==> config.mk <==
export PLATFORM = sky130hd
export DESIGN_NAME = dmi_lane
export DESIGN_NICKNAME = d
export VERILOG_FILES = /design/src/rtl/dmi_pkg.sv /design/src/rtl/dmi_div.sv /design/src/rtl/dmi_lane.sv
export SDC_FILE = /design/constraint.sdc
export NUM_CORES = 2
export LEC_CHECK = 0
export BUFFER_PORTS_ARGS = -buffer_cell sky130_fd_sc_hd__buf_2
export CAP_MARGIN = 20
export CORE_ASPECT_RATIO = 1.2
export CORE_MARGIN = 8
export CORE_UTILIZATION = 60
export CTS_CLUSTER_DIAMETER = 150
export DETAILED_ROUTE_END_ITERATION = 8
export HOLD_SLACK_MARGIN = 0.1
export PLACE_DENSITY = 0.77
export SLEW_MARGIN = 25
export SYNTH_ARGS = -nofsm -noshare
export SYNTH_HDL_FRONTEND = slang
export SYNTH_SLANG_ARGS = --single-unit
==> constraint.sdc <==
create_clock -name clk -period 26.9 [get_ports clk]
set_input_delay 5.38 -clock clk [delete_from_list [all_inputs] [get_ports clk]]
set_output_delay 5.38 -clock clk [all_outputs]
set_load 0.005 [all_outputs]
==> src/rtl/dmi_pkg.sv <==
// Shared types, codes and helpers for the decelerating move integrator.
// No dependencies; every other file imports this package.
package dmi_pkg;

	localparam int DATA_W = 32;
	localparam int TIME_W = 16;
	localparam int OP_W   = 3;
	localparam int WIDE_W = 67;   // signed room for products, quotients and sums
	localparam int DIV_W  = 64;   // dividend magnitude width
	localparam int DVR_W  = 34;   // divisor magnitude width
	localparam int REM_W  = DVR_W + 1;
	localparam int CNT_W  = $clog2(DIV_W);

	localparam logic [OP_W-1:0] OP_TICK = 3'd0;
	localparam logic [OP_W-1:0] OP_MOVE = 3'd1;
	localparam logic [OP_W-1:0] OP_POS  = 3'd2;
	localparam logic [OP_W-1:0] OP_VEL  = 3'd3;
	localparam logic [OP_W-1:0] OP_ACC  = 3'd4;

	localparam logic [DVR_W-1:0]  MS_PER_S   = 34'd1000;
	localparam logic signed [32:0] TWO_MS    = 33'sd2000;
	localparam logic signed [DATA_W-1:0] STOP_SPEED = 32'sd2560;

	typedef enum logic [1:0] {T_IDLE, T_BUSY, T_OUT} top_state_t;

	typedef enum logic [2:0] {
		L_IDLE, L_MUL_A, L_DIV_A_GO, L_DIV_A_WAIT, L_MUL_B, L_DIV_B_GO, L_DIV_B_WAIT
	} lane_state_t;

	typedef struct packed {
		logic                     start;
		logic                     is_move;
		logic [TIME_W-1:0]        t;
		logic signed [DATA_W-1:0] pos;
		logic signed [DATA_W-1:0] vel;
		logic signed [DATA_W-1:0] acc;
		logic signed [DATA_W-1:0] dest;
	} lane_cmd_t;

	typedef struct packed {
		logic                     done;
		logic signed [DATA_W-1:0] pos;
		logic signed [DATA_W-1:0] vel;
		logic signed [DATA_W-1:0] acc;
	} lane_res_t;

	function automatic logic signed [DATA_W-1:0] sat32(input logic signed [WIDE_W-1:0] v);
		logic signed [WIDE_W-1:0] hi;
		logic signed [WIDE_W-1:0] lo;
		hi = WIDE_W'(64'sh7FFF_FFFF);
		lo = -WIDE_W'(64'sh8000_0000);
		if (v > hi) return 32'sh7FFF_FFFF;
		else if (v < lo) return 32'sh8000_0000;
		else return v[DATA_W-1:0];
	endfunction

endpackage

==> src/rtl/dmi_div.sv <==
// Restoring unsigned divider, one quotient bit per cycle.
// Depends on dmi_pkg for widths.
module dmi_div (
	input  logic                       clk,
	input  logic                       arst_n,
	input  logic                       start,
	input  logic [dmi_pkg::DIV_W-1:0]  dividend,
	input  logic [dmi_pkg::DVR_W-1:0]  divisor,
	output logic                       done,
	output logic [dmi_pkg::DIV_W-1:0]  quotient
);
	import dmi_pkg::*;

	logic [REM_W-1:0] rem_q;
	logic [DIV_W-1:0] quo_q;
	logic [DVR_W-1:0] dvr_q;
	logic [CNT_W-1:0] cnt_q;
	logic             busy_q;
	logic             done_q;
	logic [REM_W-1:0] rem_sh;
	logic             fits;

	always_comb begin
		rem_sh = {rem_q[REM_W-2:0], quo_q[DIV_W-1]};
		fits   = rem_sh >= {1'b0, dvr_q};
	end

	always_ff @(posedge clk or negedge arst_n) begin
		if (!arst_n) begin
			busy_q <= 1'b0;
			done_q <= 1'b0;
			cnt_q  <= '0;
		end else begin
			done_q <= 1'b0;
			if (start) begin
				busy_q <= 1'b1;
				cnt_q  <= '0;
			end else if (busy_q) begin
				cnt_q <= cnt_q + 1'b1;
				if (cnt_q == CNT_W'(DIV_W - 1)) begin
					busy_q <= 1'b0;
					done_q <= 1'b1;
				end
			end
		end
	end

	always_ff @(posedge clk) begin
		if (start) begin
			rem_q <= '0;
			quo_q <= dividend;
			dvr_q <= divisor;
		end else if (busy_q) begin
			rem_q <= fits ? rem_sh - {1'b0, dvr_q} : rem_sh;
			quo_q <= {quo_q[DIV_W-2:0], fits};
		end
	end

	assign done     = done_q;
	assign quotient = quo_q;
endmodule

==> src/rtl/dmi_lane.sv <==
// One axis lane: shared multiplier plus iterative divider, sequenced twice
// per item (position then velocity for a tick, velocity then accel for a move).
// Depends on dmi_pkg and dmi_div.
module dmi_lane (
	input  logic               clk,
	input  logic               arst_n,
	input  dmi_pkg::lane_cmd_t cmd,
	output dmi_pkg::lane_res_t res
);
	import dmi_pkg::*;

	lane_state_t state_q, state_nx;

	logic                     mv_q;
	logic [TIME_W-1:0]        t_q;
	logic signed [DATA_W-1:0] pos_q, vel_q, acc_q, dest_q, v_q;
	logic signed [2*33-1:0]   prod_q;
	logic                     done_q;
	logic signed [DATA_W-1:0] rpos_q, rvel_q, racc_q;

	logic signed [32:0]       d, ma, mb, d_abs;
	logic                     dz;
	logic signed [2*33-1:0]   prod;
	logic [DIV_W-1:0]         mag;
	logic [DVR_W-1:0]         dvr;
	logic                     div_start, div_done, in_b, neg;
	logic [DIV_W-1:0]         quo;
	logic signed [WIDE_W-1:0] qs;
	logic signed [DATA_W-1:0] vnew;

	always_comb begin
		d     = {dest_q[DATA_W-1], dest_q} - {pos_q[DATA_W-1], pos_q};
		d_abs = d[32] ? -d : d;
		dz    = d == '0;
	end

	// next state
	always_comb begin
		state_nx = state_q;
		unique case (state_q)
			L_IDLE:       if (cmd.start) state_nx = L_MUL_A;
			L_MUL_A:      state_nx = L_DIV_A_GO;
			L_DIV_A_GO:   state_nx = L_DIV_A_WAIT;
			L_DIV_A_WAIT: if (div_done) state_nx = L_MUL_B;
			L_MUL_B:      state_nx = L_DIV_B_GO;
			L_DIV_B_GO:   state_nx = L_DIV_B_WAIT;
			L_DIV_B_WAIT: if (div_done) state_nx = L_IDLE;
			default:      state_nx = L_IDLE;
		endcase
	end

	// datapath controls
	always_comb begin
		div_start = (state_q == L_DIV_A_GO) || (state_q == L_DIV_B_GO);
		in_b      = (state_q == L_MUL_B) || (state_q == L_DIV_B_GO) ||
		            (state_q == L_DIV_B_WAIT);
		if (state_q == L_MUL_B) begin
			ma = mv_q ? 33'(v_q) : 33'(acc_q);
			mb = mv_q ? 33'(v_q) : $signed({17'b0, t_q});
		end else begin
			ma = mv_q ? d : 33'(vel_q);
			mb = mv_q ? TWO_MS : $signed({17'b0, t_q});
		end
		if (!mv_q) dvr = MS_PER_S;
		else if (in_b) dvr = {d_abs[32:0], 1'b0};
		else dvr = {18'b0, t_q};
	end

	assign prod = ma * mb;
	assign mag  = prod_q[65] ? 64'(-prod_q) : 64'(prod_q);
	assign neg  = prod_q[65] ^ (mv_q & in_b & d[32]);
	assign qs   = neg ? -$signed({3'b0, quo}) : $signed({3'b0, quo});
	assign vnew = sat32(WIDE_W'(vel_q) + qs);

	dmi_div u_div (
		.clk      (clk),
		.arst_n   (arst_n),
		.start    (div_start),
		.dividend (mag),
		.divisor  (dvr),
		.done     (div_done),
		.quotient (quo)
	);

	always_ff @(posedge clk or negedge arst_n) begin
		if (!arst_n) begin
			state_q <= L_IDLE;
			done_q  <= 1'b0;
		end else begin
			state_q <= state_nx;
			done_q  <= (state_q == L_DIV_B_WAIT) && div_done;
		end
	end

	always_ff @(posedge clk) begin
		if (state_q == L_IDLE && cmd.start) begin
			mv_q   <= cmd.is_move;
			t_q    <= cmd.t;
			pos_q  <= cmd.pos;
			vel_q  <= cmd.vel;
			acc_q  <= cmd.acc;
			dest_q <= cmd.dest;
		end
		if (state_q == L_MUL_A || state_q == L_MUL_B) prod_q <= prod;
		if (state_q == L_DIV_A_WAIT && div_done) begin
			if (mv_q) begin
				v_q    <= dz ? '0 : sat32(qs);
				rpos_q <= pos_q;
			end else begin
				rpos_q <= sat32(WIDE_W'(pos_q) + qs);
			end
		end
		if (state_q == L_DIV_B_WAIT && div_done) begin
			if (mv_q) begin
				rvel_q <= v_q;
				racc_q <= dz ? '0 : sat32(-qs);
			end else if (vnew > -STOP_SPEED && vnew < STOP_SPEED) begin
				// drop slow axis to rest
				rvel_q <= '0;
				racc_q <= '0;
			end else begin
				rvel_q <= vnew;
				racc_q <= acc_q;
			end
		end
	end

	assign res.done = done_q;
	assign res.pos  = rpos_q;
	assign res.vel  = rvel_q;
	assign res.acc  = racc_q;
endmodule

### After elaboration in Yosys (flattened, before gate mapping)

Index checks and enable logic that the tools add are counted.

| storage, ports and cells | value |
|---|---|
| register bits after elaboration | 483 |
| output and inout bits | 97 |

| operators by class | value |
|---|---|
| add/sub/neg operators | 9 |
| multiply operators | 1 |
| magnitude comparators | 11 |
| eq/ne operators | 10 |
| mux-type cells | 39 |
| bitwise gates (word level) | 4 |
| reduce and logical (&&, ||, !) cells | 17 |

Operator list:

| kind | number |
|---|---|
| $mux 32 | 14 |
| $gt 67x32->1 const B | 4 |
| $lt 67x32->1 const B | 4 |
| $mux 64 | 3 |
| $mux 33 | 5 |
| $add 32x67->67 | 2 |
| $mux 67 | 1 |
| $neg 64->67 | 1 |
| $neg 67->67 | 1 |
| $mul 33x33->66 | 1 |
| $neg 64->64 | 1 |
| $ge 35x34->1 | 1 |
| $mux 34 | 1 |
| $sub 34x34->34 | 1 |
| $logic_not 33->1 | 1 |
| $neg 33->33 | 1 |
| $sub 32x32->33 | 1 |
| $gt 32x13->1 const B | 1 |
| $lt 32x13->1 const B | 1 |
| $mux 16 | 2 |
| $mux 31 | 1 |
| $pmux 3 s7 | 1 |
| $mux 6 | 2 |
| $eq 3x3->1 const B | 3 |
| other kinds (18) | 37 |

### Longest topological paths before layout

| depth | value |
|---|---|
| word-level depth | 15 |
| depth in mapped cells | 48 |

### By module

A second synthesis with hierarchy kept.

| unflattened totals | value |
|---|---|
| cells, all modules | 8253 |
| area total of the unflattened synthesis | 75047.0 µm² |

By module, submodules not included:

| module | instances | cells an instance | area each (µm²) | seq. area each (µm²) |
|---|---|---|---|---|
| dmi_lane | 1 | 7559 | 67410.9 | 10249.8 |
| dmi_div | 1 | 694 | 7636.1 | 3823.7 |

### Least setup slack after synthesis

Ideal clock, no wire load.

| path | value |
|---|---|
| kind | input to register |
| from | input cmd[145] (netlist bit) |
| to | register acc_q[0], enable pin |
| arrival time | 19.919 ns |
| required time | 25.845 ns |
| slack | 5.926 ns |
| cell stages on the path | 1 |
| cells stage by stage | nor4b_1 |

| on the way | value |
|---|---|
| longest elaborated chain between the ends | 1 |

RTL lines:

| element | line | text |
|---|---|---|
| from (decl) | dmi_lane.sv:7 | `input dmi_pkg::lane_cmd_t cmd,` |
| $logic_and 1x1->1 | dmi_lane.sv:96 | `if (state_q == L_IDLE && cmd.start) begin` |
| to (signal assigned) | dmi_lane.sv:101 | `acc_q <= cmd.acc;` |
| to (decl) | dmi_lane.sv:16 | `logic signed [DATA_W-1:0] pos_q, vel_q, acc_q, dest_q, v_q;` |

No other way between the ends.
A chain may end at the register's enable or synchronous reset.

### Worst setup path in the final report

| path | value |
|---|---|
| from | register pos_q[1] |
| to | register prod_q[65], data pin |

| on the way | value |
|---|---|
| longest elaborated chain between the ends | 4 |

RTL lines:

| element | line | text |
|---|---|---|
| from (decl) | dmi_lane.sv:16 |  |
| from (signal assigned) | dmi_lane.sv:99 | `pos_q <= cmd.pos;` |
| $sub 32x32->33 | dmi_lane.sv:32 | `d = {dest_q[DATA_W-1], dest_q} - {pos_q[DATA_W-1], pos_q};` |
| $mux 33 | dmi_lane.sv:61 | `ma = mv_q ? d : 33'(vel_q);` |
| $mux 33 | dmi_lane.sv:57 | `if (state_q == L_MUL_B) begin` |
| $mul 33x33->66 | dmi_lane.sv:69 | `assign prod = ma * mb;` |
| via prod[65] | dmi_lane.sv:23 | `logic signed [2*33-1:0] prod;` |
| to (signal assigned) | dmi_lane.sv:104 | `if (state_q == L_MUL_A \|\| state_q == L_MUL_B) prod_q <= prod;` |
| to (decl) | dmi_lane.sv:17 | `logic signed [2*33-1:0] prod_q;` |

The timed path passes the listed nets, and every way through them passes these cells.

==> metrics <==
fin. max-slew vios=0; setup bufs post-CTS=0; most frequent cell on the critical path=fa_1; Placer Congestion=around 1.0; #FFs+latches synth=482; Die Y=~400 um; crit path DAT=between 10,000 and 15,000 ps; period utilization=52.3%; Vias=64,300; nets@finish=10,200; CP Capture Type=flop; Clock power frac=roughly 18%; synth-to-layout area growth=6.40%; fin area=80,200 um^2; vias in the first global route=65,200; row count=~140; R2R Setup Slk=between 10,000 and 15,000 ps; Crit-path slowest cell=fa_1; setup violators final=0; sw frac=46.4%; Min-Delay Endpoint=u_div.rem_q[10]; Avg WL per Cell=27.3 um; asr flop ratio synth=2.49%; Crit Reg-Reg Endpoint=prod_q[65]; worst-path fanout max=14; num ports=245; clk_skew=between 30 and 40 ps; post-CTS sizing=0; all-layer global routing usage=39.7%; max_cap viols=0; R2R depth=44; largest net degree at the start of global routing=103; sequential share of power=26.7%; power density cells=51.5 nW/um^2; CP startpoint=pos_q[1]; CTS max path bufs=3; distinct cell type count of the synthesized netlist=104; RSZ-0062 raised after global routing=false; core area=125,000 um^2; PortBufs=between 200 and 250; global route overflow=0; Worst-path clk slew=70 ps; Main synth FF type=edfxtp_1; Die X=between 300 and 400 um; Final min period=14,060 ps; critical path class=flop to flop; Final Hold Fails=0; CTS tree=yes; hold path depth=2; Post-synth EDFFs=roughly 440; setup TNS=0 ps; global-route wire length before repair=between 400,000 and 500,000 um; Initial DRC Count=6,890; slowest stage delay, CP=840 ps; layout cells sized above 1=~7.5%; placed cell area=a little under 80,000 um^2; netlist area before placement=75,300 um^2; post-DP HPWL=about 220,000 um; Worst-Margin Slew=1160 ps; Peak supply drop=~0.000067 V; status=finished clean; synth warn=0; clock root cell=clkbuf_16; remaining antenna violation count after routing=0; drt total wl=about 280,000 um; DR pass1 iterations=8; H-tree levels=2; NetSw=0.00192 W; Power Internal=0.00221 W; Startpoint Class=flop; P_leak=36.0 nW; Net Count, Synth=10,100; Slew HR=a little under a quarter; # clock sinks=roughly 480; Initial Util=60.4%; Num CTS Buffers=47; vias per cell=6.34; DRC viols=0; combinational power share=55.5%; hold crit path type=flop to flop; Critical Path RT=27,250 ps; Clk Latency, worst-skew pair=around 650 ps; Syn Area/Cell=8.97 um^2; die area=around 140,000 um^2; most frequent cells in the layout=1,371 x inv_1, 1,251 x nand2_1, 1,148 x fa_1, 436 x edfxtp_1, 423 x ha_1; worst flop-to-flop path startpoint=pos_q[1]; commonest non-fill, non-tap cell in the layout=inv_1; initial antenna violation count=6; sequential-to-total area share from yosys stat=18.7%; Synth Instances=8,401; critical hold path startpoint=u_div.rem_q[10]; Max Freq=between 70 and 80 MHz; CTS Hold Bufs=0
through the flow:
| step | setup slack (ps) | hold slack (ps) | cells | util [%] | total power, W |
|---|---|---|---|---|---|
| 6_report | 12840 | 494 | 10200 | 64.3 | 0.00413 |
| 3_3_place_gp | 13190 | 462 | 10100 | 62.9 | 0.00330 |
| 4_1_cts | 12920 | 491 | 10100 | 64.2 | 0.00407 |
| 2_1_floorplan | 5930 | 439 | 8401 | - | 0.00265 |
| 5_1_grt | 12050 | 515 | 10100 | 64.3 | 0.00434 |
| 3_5_place_dp | 12980 | 477 | 10100 | 62.9 | 0.00333 |
flip-flops by register name, indices dropped and copies added (netlist names):
register	count
acc_q	32
dest_q	32
done_q	1
mv_q	1
pos_q	32
prod_q	65
racc_q	32
rpos_q	32
rvel_q	32
state_q	3
t_q	16
u_div.busy_q	1
u_div.cnt_q	6
u_div.done	1
u_div.dvr_q	34
u_div.quotient	64
u_div.rem_q	34
v_q	32
vel_q	32
worst max path at each step:
stage                            end  slack (ps)  cells past startpoint
after floorplan             acc_q[0]        5930                      1
after global placement    prod_q[63]       13190                     44
after detailed placement  prod_q[65]       12980                     44
after CTS                 prod_q[65]       12920                     44
after global routing      prod_q[65]       12050                     44
final                     prod_q[65]       12840                     44
Yosys cell counts, types with 120 or more instances:
master	number	area, um^2
inv_1	1373	5150
nand2_1	1254	4710
fa_1	1148	23000
edfxtp_1	436	13100
nor2_1	434	1630
ha_1	423	5290
a21oi_1	403	2020
clkbuf_1	349	1310
o21ai_0	337	1690
xnor2_1	255	2230
xor2_1	186	1630
and2_1	171	1070
a21o_1	152	1140
nand3_1	128	641
nor3_1	120	601
per-layer routing:
layer	vias up	wire [um]	track usage [%]
li1	27700	-	-
met1	31600	95600	47.5
met2	4045	125000	62.9
met3	1028	30000	9.26
met4	0	26800	29.7
met5	-	0	0
power groups by stage:
stage / logic (W) / clock network, W / registers, W
2_1_floorplan: 0.00162 / 0 / 0.00103
3_3_place_gp: 0.00219 / 0 / 0.00111
3_5_place_dp: 0.00222 / 0 / 0.00111
4_1_cts: 0.00224 / 0.000737 / 0.00110
5_1_grt: 0.00247 / 0.000759 / 0.00112
6_report: 0.00229 / 0.000734 / 0.00110
logic make-up after synthesis:
kind of cell | Yosys count | share of synthesized area, %
AO/OA/AOI/OAI | 1431 | 12.3
XOR/XNOR | 441 | 5.13
adder cells (fa/ha/maj) | 1572 | 37.5
buffers and inverters | 1770 | 8.86
flip-flops | 482 | 18.7
multiplexers | 70 | 1.27
AND/OR/NAND/NOR | 2635 | 16.3
worst max-delay path: cells and delay by family (launching register included):
kind,cells,cell delay [ps]
AND/OR/NAND/NOR,6,2020
flip-flops,1,460
XOR/XNOR,2,310
adder cells (fa/ha/maj),10,5160
AO/OA/AOI/OAI,21,5140
buffers and inverters,5,680
layout make-up:
type                            instances  area (um^2)
Clock inverter                         33          424
Antenna cell                            7         17.5
Fill cell                           10400        44600
Multi-Input combinational cell       6149        54800
Tap cell                             1656         2070
Timing Repair Buffer                  394         2350
Sequential cell                       482        14100
Clock buffer                           53         1220
Inverter                             1378         5170
Note: power is estimated with default switching activity, not from simulation.
